`src/hw/rtl/mstt_pkg.sv`:
```
// Package for the multi-slot software timer table.
// Field widths, command/result codes, table entry and control/status structs.
// No dependencies.
package mstt_pkg;

  localparam int unsigned SLOTS_DEF = 8;

  localparam int unsigned CMD_W  = 3;
  localparam int unsigned KEY_W  = 16;
  localparam int unsigned SLOT_W = 3;
  localparam int unsigned VAL_W  = 31;
  localparam int unsigned CD_W   = 32;
  localparam int unsigned KIND_W = 2;
  localparam int unsigned STAT_W = 2;
  localparam int unsigned MODE_W = 2;

  // A scan reports at most this many fire events.
  localparam int unsigned MAX_FIRES = 8;
  localparam int unsigned FCNT_W    = $clog2(MAX_FIRES + 1);

  typedef enum logic [CMD_W-1:0] {
    CMD_TICK       = 3'd0,
    CMD_SCAN       = 3'd1,
    CMD_REGISTER   = 3'd2,
    CMD_SET_REPEAT = 3'd3,
    CMD_SET_PERIOD = 3'd4,
    CMD_REMOVE     = 3'd5,
    CMD_REMOVE_ALL = 3'd6,
    CMD_QUERY      = 3'd7
  } cmd_e;

  typedef enum logic [KIND_W-1:0] {
    KIND_FIRE   = 2'd0,
    KIND_ACK    = 2'd1,
    KIND_ANSWER = 2'd2
  } kind_e;

  typedef enum logic [STAT_W-1:0] {
    ST_OK       = 2'd0,
    ST_DUP      = 2'd1,
    ST_FULL     = 2'd2,
    ST_NOTFOUND = 2'd3
  } status_e;

  typedef enum logic [MODE_W-1:0] {
    MODE_NONE     = 2'd0,
    MODE_PERIODIC = 2'd1,
    MODE_COUNTED  = 2'd2
  } mode_e;

  typedef struct packed {
    logic [KEY_W-1:0]  key;
    logic [MODE_W-1:0] mode;
    logic [VAL_W-1:0]  period;
    logic [CD_W-1:0]   countdown;
    logic [VAL_W-1:0]  repeats;
  } entry_t;

  // Controller to datapath commands.
  typedef struct packed {
    logic latch;   // take the input transaction
    logic start;   // first cycle of a command
    logic rd_en;   // read the table entry at the walk index
    logic ev;      // evaluate the entry read last cycle
    logic wr_fin;  // finish a register command
    logic emit;    // deliver the final result
  } ctrl_t;

  // Datapath to controller status.
  typedef struct packed {
    logic skip;       // no table walk needed
    logic single;     // one-slot command
    logic walk_reg;   // register command, needs the finish step
    logic ev_hold;    // evaluation blocked by a full output
    logic scan_full;  // this evaluation produces the last allowed fire
    logic out_free;   // output register can take a result
  } stat_t;

endpackage

```
`src/hw/rtl/mstt_cmd_if.sv`:
```
// Command channel of the timer table: valid/ready plus one input item.
// Depends on mstt_pkg for field widths.
interface mstt_cmd_if;
  logic                         valid;
  logic                         ready;
  logic [mstt_pkg::CMD_W-1:0]   command;
  logic [mstt_pkg::KEY_W-1:0]   key;
  logic [mstt_pkg::SLOT_W-1:0]  slot;
  logic [mstt_pkg::VAL_W-1:0]   value;

  modport source (output valid, command, key, slot, value, input ready);
  modport sink   (input valid, command, key, slot, value, output ready);
endinterface

```
`src/hw/rtl/mstt_res_if.sv`:
```
// Result channel of the timer table: valid/ready plus one result item.
// Depends on mstt_pkg for field widths.
interface mstt_res_if;
  logic                         valid;
  logic                         ready;
  logic [mstt_pkg::KIND_W-1:0]  kind;
  logic [mstt_pkg::STAT_W-1:0]  status;
  logic [mstt_pkg::SLOT_W-1:0]  slot_out;
  logic [mstt_pkg::KEY_W-1:0]   key_out;
  logic                         expired;
  logic                         last;

  modport source (output valid, kind, status, slot_out, key_out, expired, last, input ready);
  modport sink   (input valid, kind, status, slot_out, key_out, expired, last, output ready);
endinterface

```
`src/hw/rtl/mstt_ctrl.sv`:
```
// Sequencer of the timer table: walks the table one entry per read/evaluate pair.
// Depends on mstt_pkg (ctrl_t, stat_t).
module mstt_ctrl #(
  parameter int unsigned SLOTS = mstt_pkg::SLOTS_DEF,
  localparam int unsigned IW = (SLOTS > 1) ? $clog2(SLOTS) : 1
) (
  input  logic            clk_i,
  input  logic            rst_ni,
  input  logic            in_valid_i,
  output logic            in_ready_o,
  input  mstt_pkg::stat_t stat_i,
  input  logic [IW-1:0]   sidx_i,
  output mstt_pkg::ctrl_t ctrl_o,
  output logic [IW-1:0]   idx_o
);

  localparam logic [2:0] S_IDLE  = 3'd0;
  localparam logic [2:0] S_START = 3'd1;
  localparam logic [2:0] S_RD    = 3'd2;
  localparam logic [2:0] S_EV    = 3'd3;
  localparam logic [2:0] S_WR    = 3'd4;
  localparam logic [2:0] S_DONE  = 3'd5;

  logic [2:0]    state_q, state_d;
  logic [IW-1:0] idx_q, idx_d;

  always_comb begin
    state_d    = state_q;
    idx_d      = idx_q;
    ctrl_o     = '0;
    in_ready_o = (state_q == S_IDLE);
    unique case (state_q)
      S_IDLE: begin
        if (in_valid_i) begin
          ctrl_o.latch = 1'b1;
          state_d      = S_START;
        end
      end
      S_START: begin
        ctrl_o.start = 1'b1;
        if (stat_i.skip) begin
          state_d = S_DONE;
        end else begin
          idx_d   = stat_i.single ? sidx_i : '0;
          state_d = S_RD;
        end
      end
      S_RD: begin
        ctrl_o.rd_en = 1'b1;
        state_d      = S_EV;
      end
      S_EV: begin
        ctrl_o.ev = 1'b1;
        // hold until the output can take the buffered fire event
        if (!stat_i.ev_hold) begin
          if (stat_i.single || stat_i.scan_full || idx_q == IW'(SLOTS - 1)) begin
            state_d = stat_i.walk_reg ? S_WR : S_DONE;
          end else begin
            idx_d   = idx_q + 1'b1;
            state_d = S_RD;
          end
        end
      end
      S_WR: begin
        ctrl_o.wr_fin = 1'b1;
        state_d       = S_DONE;
      end
      S_DONE: begin
        ctrl_o.emit = 1'b1;
        if (stat_i.out_free) begin
          state_d = S_IDLE;
        end
      end
      default: begin
        state_d = S_IDLE;
      end
    endcase
  end

  always_ff @(posedge clk_i or negedge rst_ni) begin
    if (!rst_ni) begin
      state_q <= S_IDLE;
      idx_q   <= '0;
    end else begin
      state_q <= state_d;
      idx_q   <= idx_d;
    end
  end

  assign idx_o = idx_q;

endmodule

```
`src/hw/rtl/mstt_dpath.sv`:
```
// Datapath of the timer table: slot memory, valid bits, pending result and output register.
// Depends on mstt_pkg (entry_t, codes, ctrl_t, stat_t).
module mstt_dpath #(
  parameter int unsigned SLOTS = mstt_pkg::SLOTS_DEF,
  localparam int unsigned IW = (SLOTS > 1) ? $clog2(SLOTS) : 1
) (
  input  logic                          clk_i,
  input  logic                          rst_ni,
  input  mstt_pkg::ctrl_t               ctrl_i,
  input  logic [IW-1:0]                 idx_i,
  output mstt_pkg::stat_t               stat_o,
  output logic [IW-1:0]                 sidx_o,
  input  logic [mstt_pkg::CMD_W-1:0]    command_i,
  input  logic [mstt_pkg::KEY_W-1:0]    key_i,
  input  logic [mstt_pkg::SLOT_W-1:0]   slot_i,
  input  logic [mstt_pkg::VAL_W-1:0]    value_i,
  input  logic                          out_ready_i,
  output logic                          out_valid_o,
  output logic [mstt_pkg::KIND_W-1:0]   kind_o,
  output logic [mstt_pkg::STAT_W-1:0]   status_o,
  output logic [mstt_pkg::SLOT_W-1:0]   slot_out_o,
  output logic [mstt_pkg::KEY_W-1:0]    key_out_o,
  output logic                          expired_o,
  output logic                          last_o
);

  // latched command
  mstt_pkg::cmd_e                 cmd_q;
  logic [mstt_pkg::KEY_W-1:0]     key_q;
  logic [mstt_pkg::SLOT_W-1:0]    slot_q;
  logic [mstt_pkg::VAL_W-1:0]     value_q;

  // table storage
  mstt_pkg::entry_t               mem_q [SLOTS];
  mstt_pkg::entry_t               rd_q;
  logic                           rd_vld_q;
  logic [SLOTS-1:0]               vld_q;

  // pending result and search state
  mstt_pkg::kind_e                pend_kind_q;
  mstt_pkg::status_e              pend_status_q;
  logic [mstt_pkg::SLOT_W-1:0]    pend_slot_q;
  logic [mstt_pkg::KEY_W-1:0]     pend_key_q;
  logic                           pend_exp_q;
  logic                           pend_fire_q;
  logic                           found_q;
  logic                           free_found_q;
  logic [IW-1:0]                  free_idx_q;
  logic [mstt_pkg::FCNT_W-1:0]    fcnt_q;

  // output register
  logic                           out_valid_q;
  mstt_pkg::kind_e                out_kind_q;
  mstt_pkg::status_e              out_status_q;
  logic [mstt_pkg::SLOT_W-1:0]    out_slot_q;
  logic [mstt_pkg::KEY_W-1:0]     out_key_q;
  logic                           out_exp_q;
  logic                           out_last_q;

  mstt_pkg::entry_t               eff;
  mstt_pkg::entry_t               ev_wd;
  mstt_pkg::entry_t               mem_wd;
  logic [IW-1:0]                  mem_wa;
  logic                           mem_we;
  logic                           occupied;
  logic                           due;
  logic                           ev_we;
  logic                           ev_vclr;
  logic                           fire;
  logic                           match;
  logic                           entry_exp;
  logic                           slot_cmd;
  logic                           in_range;
  logic                           out_free;
  logic                           ev_act;
  logic                           push;
  logic                           final_load;
  logic                           we_wr;

  // an entry that is not valid reads as a free, all-zero slot
  assign eff      = rd_vld_q ? rd_q : '0;
  assign occupied = (eff.key != '0);
  assign due      = (eff.countdown == '0) || eff.countdown[mstt_pkg::CD_W-1];
  assign entry_exp = (eff.mode == mstt_pkg::MODE_PERIODIC) ? due :
                     (eff.mode == mstt_pkg::MODE_COUNTED) ? (eff.repeats != '0) : 1'b0;
  // only key searches look for a match
  assign match    = occupied && (eff.key == key_q) &&
                    ((cmd_q == mstt_pkg::CMD_REGISTER) || (cmd_q == mstt_pkg::CMD_QUERY));

  assign slot_cmd = (cmd_q == mstt_pkg::CMD_SET_REPEAT) || (cmd_q == mstt_pkg::CMD_SET_PERIOD) ||
                    (cmd_q == mstt_pkg::CMD_REMOVE);
  assign in_range = (32'(slot_q) < SLOTS);
  assign sidx_o   = IW'(slot_q);

  assign out_free = !out_valid_q || out_ready_i;

  always_comb begin
    ev_wd   = eff;
    ev_we   = 1'b0;
    ev_vclr = 1'b0;
    fire    = 1'b0;
    case (cmd_q)
      mstt_pkg::CMD_TICK: begin
        if (occupied && !eff.countdown[mstt_pkg::CD_W-1]) begin
          ev_we           = 1'b1;
          ev_wd.countdown = eff.countdown - {1'b0, value_q};
        end
      end
      mstt_pkg::CMD_SCAN: begin
        if (occupied && due) begin
          if (eff.mode == mstt_pkg::MODE_PERIODIC) begin
            fire            = 1'b1;
            ev_we           = 1'b1;
            ev_wd.countdown = {1'b0, eff.period};
          end else if (eff.mode == mstt_pkg::MODE_COUNTED && eff.repeats != '0) begin
            fire            = 1'b1;
            ev_we           = 1'b1;
            ev_wd.repeats   = eff.repeats - mstt_pkg::VAL_W'(1);
            ev_wd.countdown = {1'b0, eff.period};
            // last repeat frees the slot
            ev_vclr         = (eff.repeats == mstt_pkg::VAL_W'(1));
          end
        end
      end
      mstt_pkg::CMD_SET_REPEAT: begin
        if (occupied) begin
          ev_we         = 1'b1;
          ev_wd.repeats = value_q;
          ev_wd.mode    = mstt_pkg::MODE_COUNTED;
        end
      end
      mstt_pkg::CMD_SET_PERIOD: begin
        if (occupied) begin
          ev_we           = 1'b1;
          ev_wd.period    = value_q;
          ev_wd.countdown = {1'b0, value_q};
        end
      end
      mstt_pkg::CMD_REMOVE: begin
        ev_vclr = occupied;
      end
      default: begin
      end
    endcase
  end

  assign stat_o.skip      = (cmd_q == mstt_pkg::CMD_REMOVE_ALL) ||
                            (((cmd_q == mstt_pkg::CMD_REGISTER) || (cmd_q == mstt_pkg::CMD_QUERY))
                             && key_q == '0) ||
                            (slot_cmd && !in_range);
  assign stat_o.single    = slot_cmd;
  assign stat_o.walk_reg  = (cmd_q == mstt_pkg::CMD_REGISTER);
  assign stat_o.ev_hold   = fire && pend_fire_q && !out_free;
  assign stat_o.scan_full = fire && (fcnt_q == mstt_pkg::FCNT_W'(mstt_pkg::MAX_FIRES - 1));
  assign stat_o.out_free  = out_free;

  assign ev_act     = ctrl_i.ev && !stat_o.ev_hold;
  assign push       = ev_act && fire && pend_fire_q;
  assign final_load = ctrl_i.emit && out_free;
  assign we_wr      = ctrl_i.wr_fin && !found_q && free_found_q;

  always_comb begin
    mem_we = (ev_act && ev_we) || we_wr;
    mem_wa = idx_i;
    mem_wd = ev_wd;
    if (ctrl_i.wr_fin) begin
      mem_wa           = free_idx_q;
      mem_wd.key       = key_q;
      mem_wd.mode      = mstt_pkg::MODE_PERIODIC;
      mem_wd.period    = value_q;
      mem_wd.countdown = {1'b0, value_q};
      mem_wd.repeats   = '0;
    end
  end

  // slot memory with registered read
  always_ff @(posedge clk_i) begin
    if (mem_we) begin
      mem_q[mem_wa] <= mem_wd;
    end
    if (ctrl_i.rd_en) begin
      rd_q <= mem_q[idx_i];
    end
  end

  always_ff @(posedge clk_i or negedge rst_ni) begin
    if (!rst_ni) begin
      vld_q    <= '0;
      rd_vld_q <= 1'b0;
    end else begin
      if (ctrl_i.rd_en) begin
        rd_vld_q <= vld_q[idx_i];
      end
      if (ctrl_i.start && cmd_q == mstt_pkg::CMD_REMOVE_ALL) begin
        vld_q <= '0;
      end else begin
        if (ev_act && ev_vclr) begin
          vld_q[idx_i] <= 1'b0;
        end
        if (we_wr) begin
          vld_q[free_idx_q] <= 1'b1;
        end
      end
    end
  end

  // control flags of the current command
  always_ff @(posedge clk_i or negedge rst_ni) begin
    if (!rst_ni) begin
      pend_fire_q  <= 1'b0;
      found_q      <= 1'b0;
      free_found_q <= 1'b0;
      fcnt_q       <= '0;
      out_valid_q  <= 1'b0;
    end else begin
      if (ctrl_i.latch) begin
        pend_fire_q  <= 1'b0;
        found_q      <= 1'b0;
        free_found_q <= 1'b0;
        fcnt_q       <= '0;
      end else if (ev_act) begin
        if (fire) begin
          pend_fire_q <= 1'b1;
          fcnt_q      <= fcnt_q + 1'b1;
        end
        if (match) begin
          found_q <= 1'b1;
        end
        if (!occupied) begin
          free_found_q <= 1'b1;
        end
      end
      if (push || final_load) begin
        out_valid_q <= 1'b1;
      end else if (out_ready_i) begin
        out_valid_q <= 1'b0;
      end
    end
  end

  // command fields, pending result and output payload
  always_ff @(posedge clk_i) begin
    if (ctrl_i.latch) begin
      cmd_q       <= mstt_pkg::cmd_e'(command_i);
      key_q       <= key_i;
      slot_q      <= slot_i;
      value_q     <= value_i;
      pend_kind_q <= (mstt_pkg::cmd_e'(command_i) == mstt_pkg::CMD_QUERY) ?
                     mstt_pkg::KIND_ANSWER : mstt_pkg::KIND_ACK;
      case (mstt_pkg::cmd_e'(command_i)) inside
        mstt_pkg::CMD_TICK, mstt_pkg::CMD_SCAN, mstt_pkg::CMD_REMOVE_ALL:
          pend_status_q <= mstt_pkg::ST_OK;
        default:
          pend_status_q <= mstt_pkg::ST_NOTFOUND;
      endcase
      pend_slot_q <= '0;
      pend_key_q  <= '0;
      pend_exp_q  <= 1'b0;
    end else if (ev_act) begin
      if (fire) begin
        pend_kind_q   <= mstt_pkg::KIND_FIRE;
        pend_status_q <= mstt_pkg::ST_OK;
        pend_slot_q   <= mstt_pkg::SLOT_W'(idx_i);
        pend_key_q    <= eff.key;
        pend_exp_q    <= 1'b0;
      end
      if (match && !found_q) begin
        pend_status_q <= (cmd_q == mstt_pkg::CMD_REGISTER) ? mstt_pkg::ST_DUP : mstt_pkg::ST_OK;
        pend_slot_q   <= mstt_pkg::SLOT_W'(idx_i);
        pend_key_q    <= key_q;
        pend_exp_q    <= (cmd_q == mstt_pkg::CMD_QUERY) ? entry_exp : 1'b0;
      end
      if (!occupied && !free_found_q) begin
        free_idx_q <= idx_i;
      end
      if (slot_cmd && occupied) begin
        pend_status_q <= mstt_pkg::ST_OK;
        pend_slot_q   <= slot_q;
        pend_key_q    <= eff.key;
      end
    end else if (ctrl_i.wr_fin && !found_q) begin
      if (free_found_q) begin
        pend_status_q <= mstt_pkg::ST_OK;
        pend_slot_q   <= mstt_pkg::SLOT_W'(free_idx_q);
        pend_key_q    <= key_q;
      end else begin
        pend_status_q <= mstt_pkg::ST_FULL;
      end
    end
    if (push || final_load) begin
      out_kind_q   <= pend_kind_q;
      out_status_q <= pend_status_q;
      out_slot_q   <= pend_slot_q;
      out_key_q    <= pend_key_q;
      out_exp_q    <= pend_exp_q;
      out_last_q   <= final_load;
    end
  end

  assign out_valid_o = out_valid_q;
  assign kind_o      = out_kind_q;
  assign status_o    = out_status_q;
  assign slot_out_o  = out_slot_q;
  assign key_out_o   = out_key_q;
  assign expired_o   = out_exp_q;
  assign last_o      = out_last_q;

endmodule

```
`src/hw/rtl/multi_slot_software_timer_table_core.sv`:
```
// Top level of the multi-slot software timer table.
// Depends on mstt_pkg, mstt_cmd_if, mstt_res_if, mstt_ctrl and mstt_dpath.
//
//   channel | direction | payload                                       | handshake
//   cmd_i   | in        | command, key, slot, value                     | valid/ready
//   res_o   | out       | kind, status, slot_out, key_out, expired, last | valid/ready
//
// One command at a time. Table walks (tick, scan, register, query) read one entry at a
// time from the slot memory, a read state then an evaluate state per entry; register
// adds a finish step, slot commands read only their slot and remove all skips the walk.
// Reset clears every valid bit at once; no clearing pass is needed.
// A stalled output holds scan fire events and the final result; the walk waits on it.
// The next command is accepted while the final result of the last one waits.
module multi_slot_software_timer_table_core #(
  parameter int unsigned SLOTS = mstt_pkg::SLOTS_DEF
) (
  input  logic       clk_i,
  input  logic       rst_ni,
  mstt_cmd_if.sink   cmd_i,
  mstt_res_if.source res_o
);

  localparam int unsigned IW = (SLOTS > 1) ? $clog2(SLOTS) : 1;

  mstt_pkg::ctrl_t ctrl;
  mstt_pkg::stat_t stat;
  logic [IW-1:0]   idx;
  logic [IW-1:0]   sidx;
  logic            in_ready;

  assign cmd_i.ready = in_ready;

  mstt_ctrl #(
    .SLOTS(SLOTS)
  ) u_ctrl (
    .clk_i     (clk_i),
    .rst_ni    (rst_ni),
    .in_valid_i(cmd_i.valid),
    .in_ready_o(in_ready),
    .stat_i    (stat),
    .sidx_i    (sidx),
    .ctrl_o    (ctrl),
    .idx_o     (idx)
  );

  mstt_dpath #(
    .SLOTS(SLOTS)
  ) u_dpath (
    .clk_i      (clk_i),
    .rst_ni     (rst_ni),
    .ctrl_i     (ctrl),
    .idx_i      (idx),
    .stat_o     (stat),
    .sidx_o     (sidx),
    .command_i  (cmd_i.command),
    .key_i      (cmd_i.key),
    .slot_i     (cmd_i.slot),
    .value_i    (cmd_i.value),
    .out_ready_i(res_o.ready),
    .out_valid_o(res_o.valid),
    .kind_o     (res_o.kind),
    .status_o   (res_o.status),
    .slot_out_o (res_o.slot_out),
    .key_out_o  (res_o.key_out),
    .expired_o  (res_o.expired),
    .last_o     (res_o.last)
  );

endmodule

```
`src/flat_wrapper.sv`:
```
// flat-port wrapper written by rule: the top's interface ports become plain ports
module multi_slot_software_timer_table_core_flat 
#(
  parameter int unsigned SLOTS = mstt_pkg::SLOTS_DEF
)
  (clk_i, rst_ni, cmd_i_valid, cmd_i_command, cmd_i_key, cmd_i_slot, cmd_i_value, cmd_i_ready, res_o_valid, res_o_kind, res_o_status, res_o_slot_out, res_o_key_out, res_o_expired, res_o_last, res_o_ready);
  mstt_cmd_if cmd_i_i ();
  mstt_res_if res_o_i ();
  input  logic clk_i;
  input  logic rst_ni;
  input wire logic [$bits(cmd_i_i.valid)-1:0] cmd_i_valid;
  input wire logic [$bits(cmd_i_i.command)-1:0] cmd_i_command;
  input wire logic [$bits(cmd_i_i.key)-1:0] cmd_i_key;
  input wire logic [$bits(cmd_i_i.slot)-1:0] cmd_i_slot;
  input wire logic [$bits(cmd_i_i.value)-1:0] cmd_i_value;
  output wire logic [$bits(cmd_i_i.ready)-1:0] cmd_i_ready;
  output wire logic [$bits(res_o_i.valid)-1:0] res_o_valid;
  output wire logic [$bits(res_o_i.kind)-1:0] res_o_kind;
  output wire logic [$bits(res_o_i.status)-1:0] res_o_status;
  output wire logic [$bits(res_o_i.slot_out)-1:0] res_o_slot_out;
  output wire logic [$bits(res_o_i.key_out)-1:0] res_o_key_out;
  output wire logic [$bits(res_o_i.expired)-1:0] res_o_expired;
  output wire logic [$bits(res_o_i.last)-1:0] res_o_last;
  input wire logic [$bits(res_o_i.ready)-1:0] res_o_ready;
  assign cmd_i_i.valid = cmd_i_valid;
  assign cmd_i_i.command = cmd_i_command;
  assign cmd_i_i.key = cmd_i_key;
  assign cmd_i_i.slot = cmd_i_slot;
  assign cmd_i_i.value = cmd_i_value;
  assign cmd_i_ready = cmd_i_i.ready;
  assign res_o_valid = res_o_i.valid;
  assign res_o_kind = res_o_i.kind;
  assign res_o_status = res_o_i.status;
  assign res_o_slot_out = res_o_i.slot_out;
  assign res_o_key_out = res_o_i.key_out;
  assign res_o_expired = res_o_i.expired;
  assign res_o_last = res_o_i.last;
  assign res_o_i.ready = res_o_ready;
  multi_slot_software_timer_table_core #(.SLOTS(SLOTS)) u_core (.clk_i(clk_i), .rst_ni(rst_ni), .cmd_i(cmd_i_i), .res_o(res_o_i));
endmodule
```
`config.mk`:
```
export PLATFORM = sky130hd
export DESIGN_NAME = multi_slot_software_timer_table_core_flat
export DESIGN_NICKNAME = d
export VERILOG_FILES = /design/src/hw/rtl/mstt_pkg.sv /design/src/hw/rtl/mstt_cmd_if.sv /design/src/hw/rtl/mstt_res_if.sv /design/src/hw/rtl/mstt_ctrl.sv /design/src/hw/rtl/mstt_dpath.sv /design/src/hw/rtl/multi_slot_software_timer_table_core.sv /design/src/flat_wrapper.sv
export SDC_FILE = /design/constraint.sdc
export NUM_CORES = 2
export LEC_CHECK = 0
export CORE_MARGIN = 2
export CORE_UTILIZATION = 43
export DETAILED_ROUTE_END_ITERATION = 6
export DONT_BUFFER_PORTS = 1
export GPL_TIMING_DRIVEN = 0
export HOLD_SLACK_MARGIN = 0.08
export PLACE_DENSITY = 0.61
export SETUP_SLACK_MARGIN = 0.1
export SKIP_CTS_REPAIR_TIMING = 1
export SYNTH_ARGS = -nofsm -noshare
export SYNTH_HDL_FRONTEND = slang
export SYNTH_SLANG_ARGS = --single-unit
```
`constraint.sdc`:
```
create_clock -name clk_i -period 23.6 [get_ports clk_i]
set_input_delay 4.72 -clock clk_i [delete_from_list [all_inputs] [get_ports clk_i]]
set_output_delay 4.72 -clock clk_i [all_outputs]
set_load 0.01 [all_outputs]
```
==> metrics.md <==
| Metric | Value |
|---|---|
| CTS max path bufs | `3` |
| Setup TNS | `0 ns` |
| Mapped Area | `0.0463 sq mm` |
| CTS sink cnt | `1136` |
| Yosys top cell area share | `70.8%` |
| First-pass detailed-route iteration total | `6` |
| GR Overflow Total | `0` |
| Worst slew margin | `1.17%` |
| Core footprint | `0.107 sq mm` |
| Num CTS Buffers | `112` |
| Pre-CTS setup slack | `16.07 ns` |
| Post-route ant nets | `0` |
| Area delta synth->final | `13.7%` |
| Syn Area/Cell | `14.6 sq um` |
| FMAX | `0.127 GHz` |
| VDD IR max | `0.0731 mV` |
| Max Cap Viol | `0` |
| CP max-delay cell | `a211oi_1` |
| Clock skew | `0.0688 ns` |
| GRT Overall Usage | `29.2%` |
| Arr. time, crit path | `8.20 ns` |
| CTS tree | `done` |
| Cell Pwr Density | `128 mW/mm^2` |
| Storage cell area | `0.0338 sq mm` |
| Critical path startpoint category | `flip-flop` |
| Wire per inst | `33.7 um` |
| Final #Nets | `3452` |
| RSZ-0062 raised after global routing | `false` |
| Fin util | `49.3%` |
| RePlAce Congestion | `1.05` |
| Crit path kind | `flip-flop to flip-flop` |
| Power, Total | `6.76 mW` |
| Final setup viols | `0` |
| Ys async rst share | `2.02%` |
| Iter 0 DRT Violations | `5353` |
| Filler cells | `9163` |
| Insertion delay to the later sink of the worst-skew pair | `0.74 ns` |
| Cell count after synthesis | `3182` |
| Die W | `332 um` |
| Post-synth EDFFs | `1093` |
| PortBufs | `0` |
| Final period utilization | `33.3%` |
| Starting Density | `43.3%` |
| Required @ worst endpoint | `23.94 ns` |
| Commonest non-fill, non-tap cell in the layout | `edfxtp_1` |
| CTS clk-pin slew, worst paths | `0.06 ns` |
| Leakage | `16.9 nW` |
| Net Count, Synth | `3276` |
| Vias per Instance | `6.57` |
| I/O pins | `84` |
| Most frequent cells in the layout | `edfxtp_1 (1093), a22oi_1 (465), nand2_1 (234)` |
| Most crowded layer after global routing | `met2` |
| Crit-path max cell delay | `1.06 ns` |
| Most frequent CP cell | `clkbuf_1` |
| Top FF cell, synth | `edfxtp_1` |
| Die footprint | `0.110 sq mm` |
| Status | `finished, final reports clean` |
| Final min period | `7.87 ns` |
| Met2 usage | `43.3%` |
| Row count | `120` |
| Area of the multi-input gates | `0.0116 sq mm` |
| Warnings from Yosys | `0` |
| #FFs+latches synth | `1136` |
| H-tree depth | `3` |
| Die Y | `332 um` |
| Worst setup EP type | `flip-flop` |
| Netlist cell types | `88` |
| Largest net degree at the start of global routing | `65` |
| Final hold violations | `0` |
| Design area | `0.0527 sq mm` |
| PnR worst setup slack | `15.73 ns` |
| Area after DPL | `0.0491 sq mm` |
| Leading post-synthesis cells by cell area | `edfxtp_1 (71%), a22oi_1 (7.5%), nand2_1 (1.9%)` |
| First-pass GRT wire length | `227000 um` |
| Hpwl dp | `112000 um` |
| Crit Path Max Fanout | `10` |
| Hold depth | `0` |
| Vias | `31.9k` |
| DR DRC count | `0` |
| Layout cells sized above 1 | `8.67%` |
| Slew Limit Fails | `0` |
| Worst Max-Slew Pin Slew | `1.48 ns` |
| Crit-path cells | `clkbuf_1 > clkbuf_1 > clkbuf_1 > clkbuf_1 > nand2_1 > ha_1 > nor2b_1 > nand4b_1 > o41ai_4 > nor3_2 > clkbuf_1 > a221oi_1 > a211oi_1` |
| WL final | `164000 um` |
| Grt met3 use | `7.22%` |
| Root buf cell | `clkbuf_16` |
| Initial antenna violation count | `5` |
| Reg2reg path depth | `13` |
| Met1 global-route usage | `40.3%` |
| Sequential-to-total area share from yosys stat | `73.0%` |
| Synth area leader | `edfxtp_1` |
| Hold Crit Class | `flip-flop to flip-flop` |
| Vias in the first global route | `29.7k` |
## final cells by class
class | instances | share of cell area (%)
Multi-Input combinational cell | 1783 | 22.0
Tap cell | 1403 | 3.33
Timing Repair Buffer | 62 | 1.92
Buffer | 197 | 1.47
Clock buffer | 138 | 5.62
Antenna cell | 5 | 0.0238
Sequential cell | 1136 | 64.2
Clock inverter | 67 | 0.986
Inverter | 66 | 0.480
## cells in the mapped netlist (11+ instances only)
cell type,count
a21o_1,20
nand2b_1,15
dfxtp_1,20
mux2_2,18
a22o_1,18
o22ai_1,23
xor2_1,15
a32oi_1,14
nand2_1,234
nor3_1,33
mux2i_1,22
ha_1,36
clkbuf_1,168
o31ai_1,11
and2_1,44
a211oi_1,25
nor2_1,136
a21oi_1,99
inv_1,65
nand4_1,126
xnor2_1,12
and3_1,15
or3_1,13
edfxtp_1,1093
a31oi_1,23
nor2b_1,14
nor4_1,20
dfrtp_1,23
a22oi_1,465
nand3_1,38
buf_1,22
o21ai_0,133
o211ai_1,15
## routing by layer
layer,share of wire [%],wire (um)
met2,43,70700
met5,0.010,17
met1,39,64100
met3,12,19600
met4,5.7,9300
## kinds of logic (layout without fill, tap and decap cells)
logic type	after synthesis	count (layout)	share of synthesized area, %
AO/OA/AOI/OAI	958	958	14.7
XOR/XNOR	27	27	0.510
adder cells (fa/ha/maj)	37	37	1.02
buffers and inverters	263	530	2.19
flip-flops	1136	1136	73.0
multiplexers	42	42	0.986
other	0	5	0
AND/OR/NAND/NOR	719	719	7.64
## critical path, delay by kind of cell, from the launching register on
kind / cells / cell delay (ns)
buffers and inverters: 5 / 3.64
AND/OR/NAND/NOR: 4 / 1.64
AO/OA/AOI/OAI: 3 / 1.45
flip-flops: 1 / 0.35
adder cells (fa/ha/maj): 1 / 0.39
## registers in the layout, indices dropped and copies added, names as in the netlist, 2 cells and up
name / count
u_core.u_dpath.mem_q: 896
u_core.u_dpath.rd_q: 112
u_core.u_dpath.value_q: 31
u_core.u_dpath.key_out_o: 16
u_core.u_dpath.key_q: 16
u_core.u_dpath.pend_key_q: 16
u_core.u_dpath.vld_q: 8
u_core.u_dpath.fcnt_q: 4
u_core.u_ctrl.idx_o: 3
u_core.u_ctrl.state_q: 3
u_core.u_dpath.cmd_q: 3
u_core.u_dpath.free_idx_q: 3
u_core.u_dpath.pend_slot_q: 3
u_core.u_dpath.sidx_o: 3
u_core.u_dpath.slot_out_o: 3
u_core.u_dpath.kind_o: 2
u_core.u_dpath.pend_kind_q: 2
u_core.u_dpath.pend_status_q: 2
u_core.u_dpath.status_o: 2
## where the power goes
part           switching [mW]  internal (mW)
Combinational            1.52          0.544
Sequential              0.212           2.78
Clock                   0.762          0.936
## per-stage QoR
| stage | hold slack (ns) | instances |
|---|---|---|
| floorplan | 0.400 | 3182 |
| CTS | 0.422 | 4849 |
| finish | 0.421 | 4857 |
| global route | 0.427 | 4852 |
| global placement | 0.402 | 4585 |
| detailed placement | 0.408 | 4644 |
## final timing paths
| check | from | end | slack, ns |
|---|---|---|---|
| min in group asynchronous | rst_ni | u_core.u_ctrl.idx_o[2] | 3.68 |
| max | u_core.u_dpath.rd_vld_q | u_core.u_dpath.mem_q[2][31] | 15.73 |
| min | u_core.u_dpath.pend_status_q[0] | u_core.u_dpath.status_o[0] | 0.42 |
| max reg2reg | u_core.u_dpath.rd_vld_q | u_core.u_dpath.mem_q[2][31] | 15.73 |
| max in group asynchronous | rst_ni | u_core.u_dpath.fcnt_q[2] | 19.79 |
| min reg2reg | u_core.u_dpath.pend_status_q[0] | u_core.u_dpath.status_o[0] | 0.42 |
No activity file was read; power rests on OpenSTA's default activity.
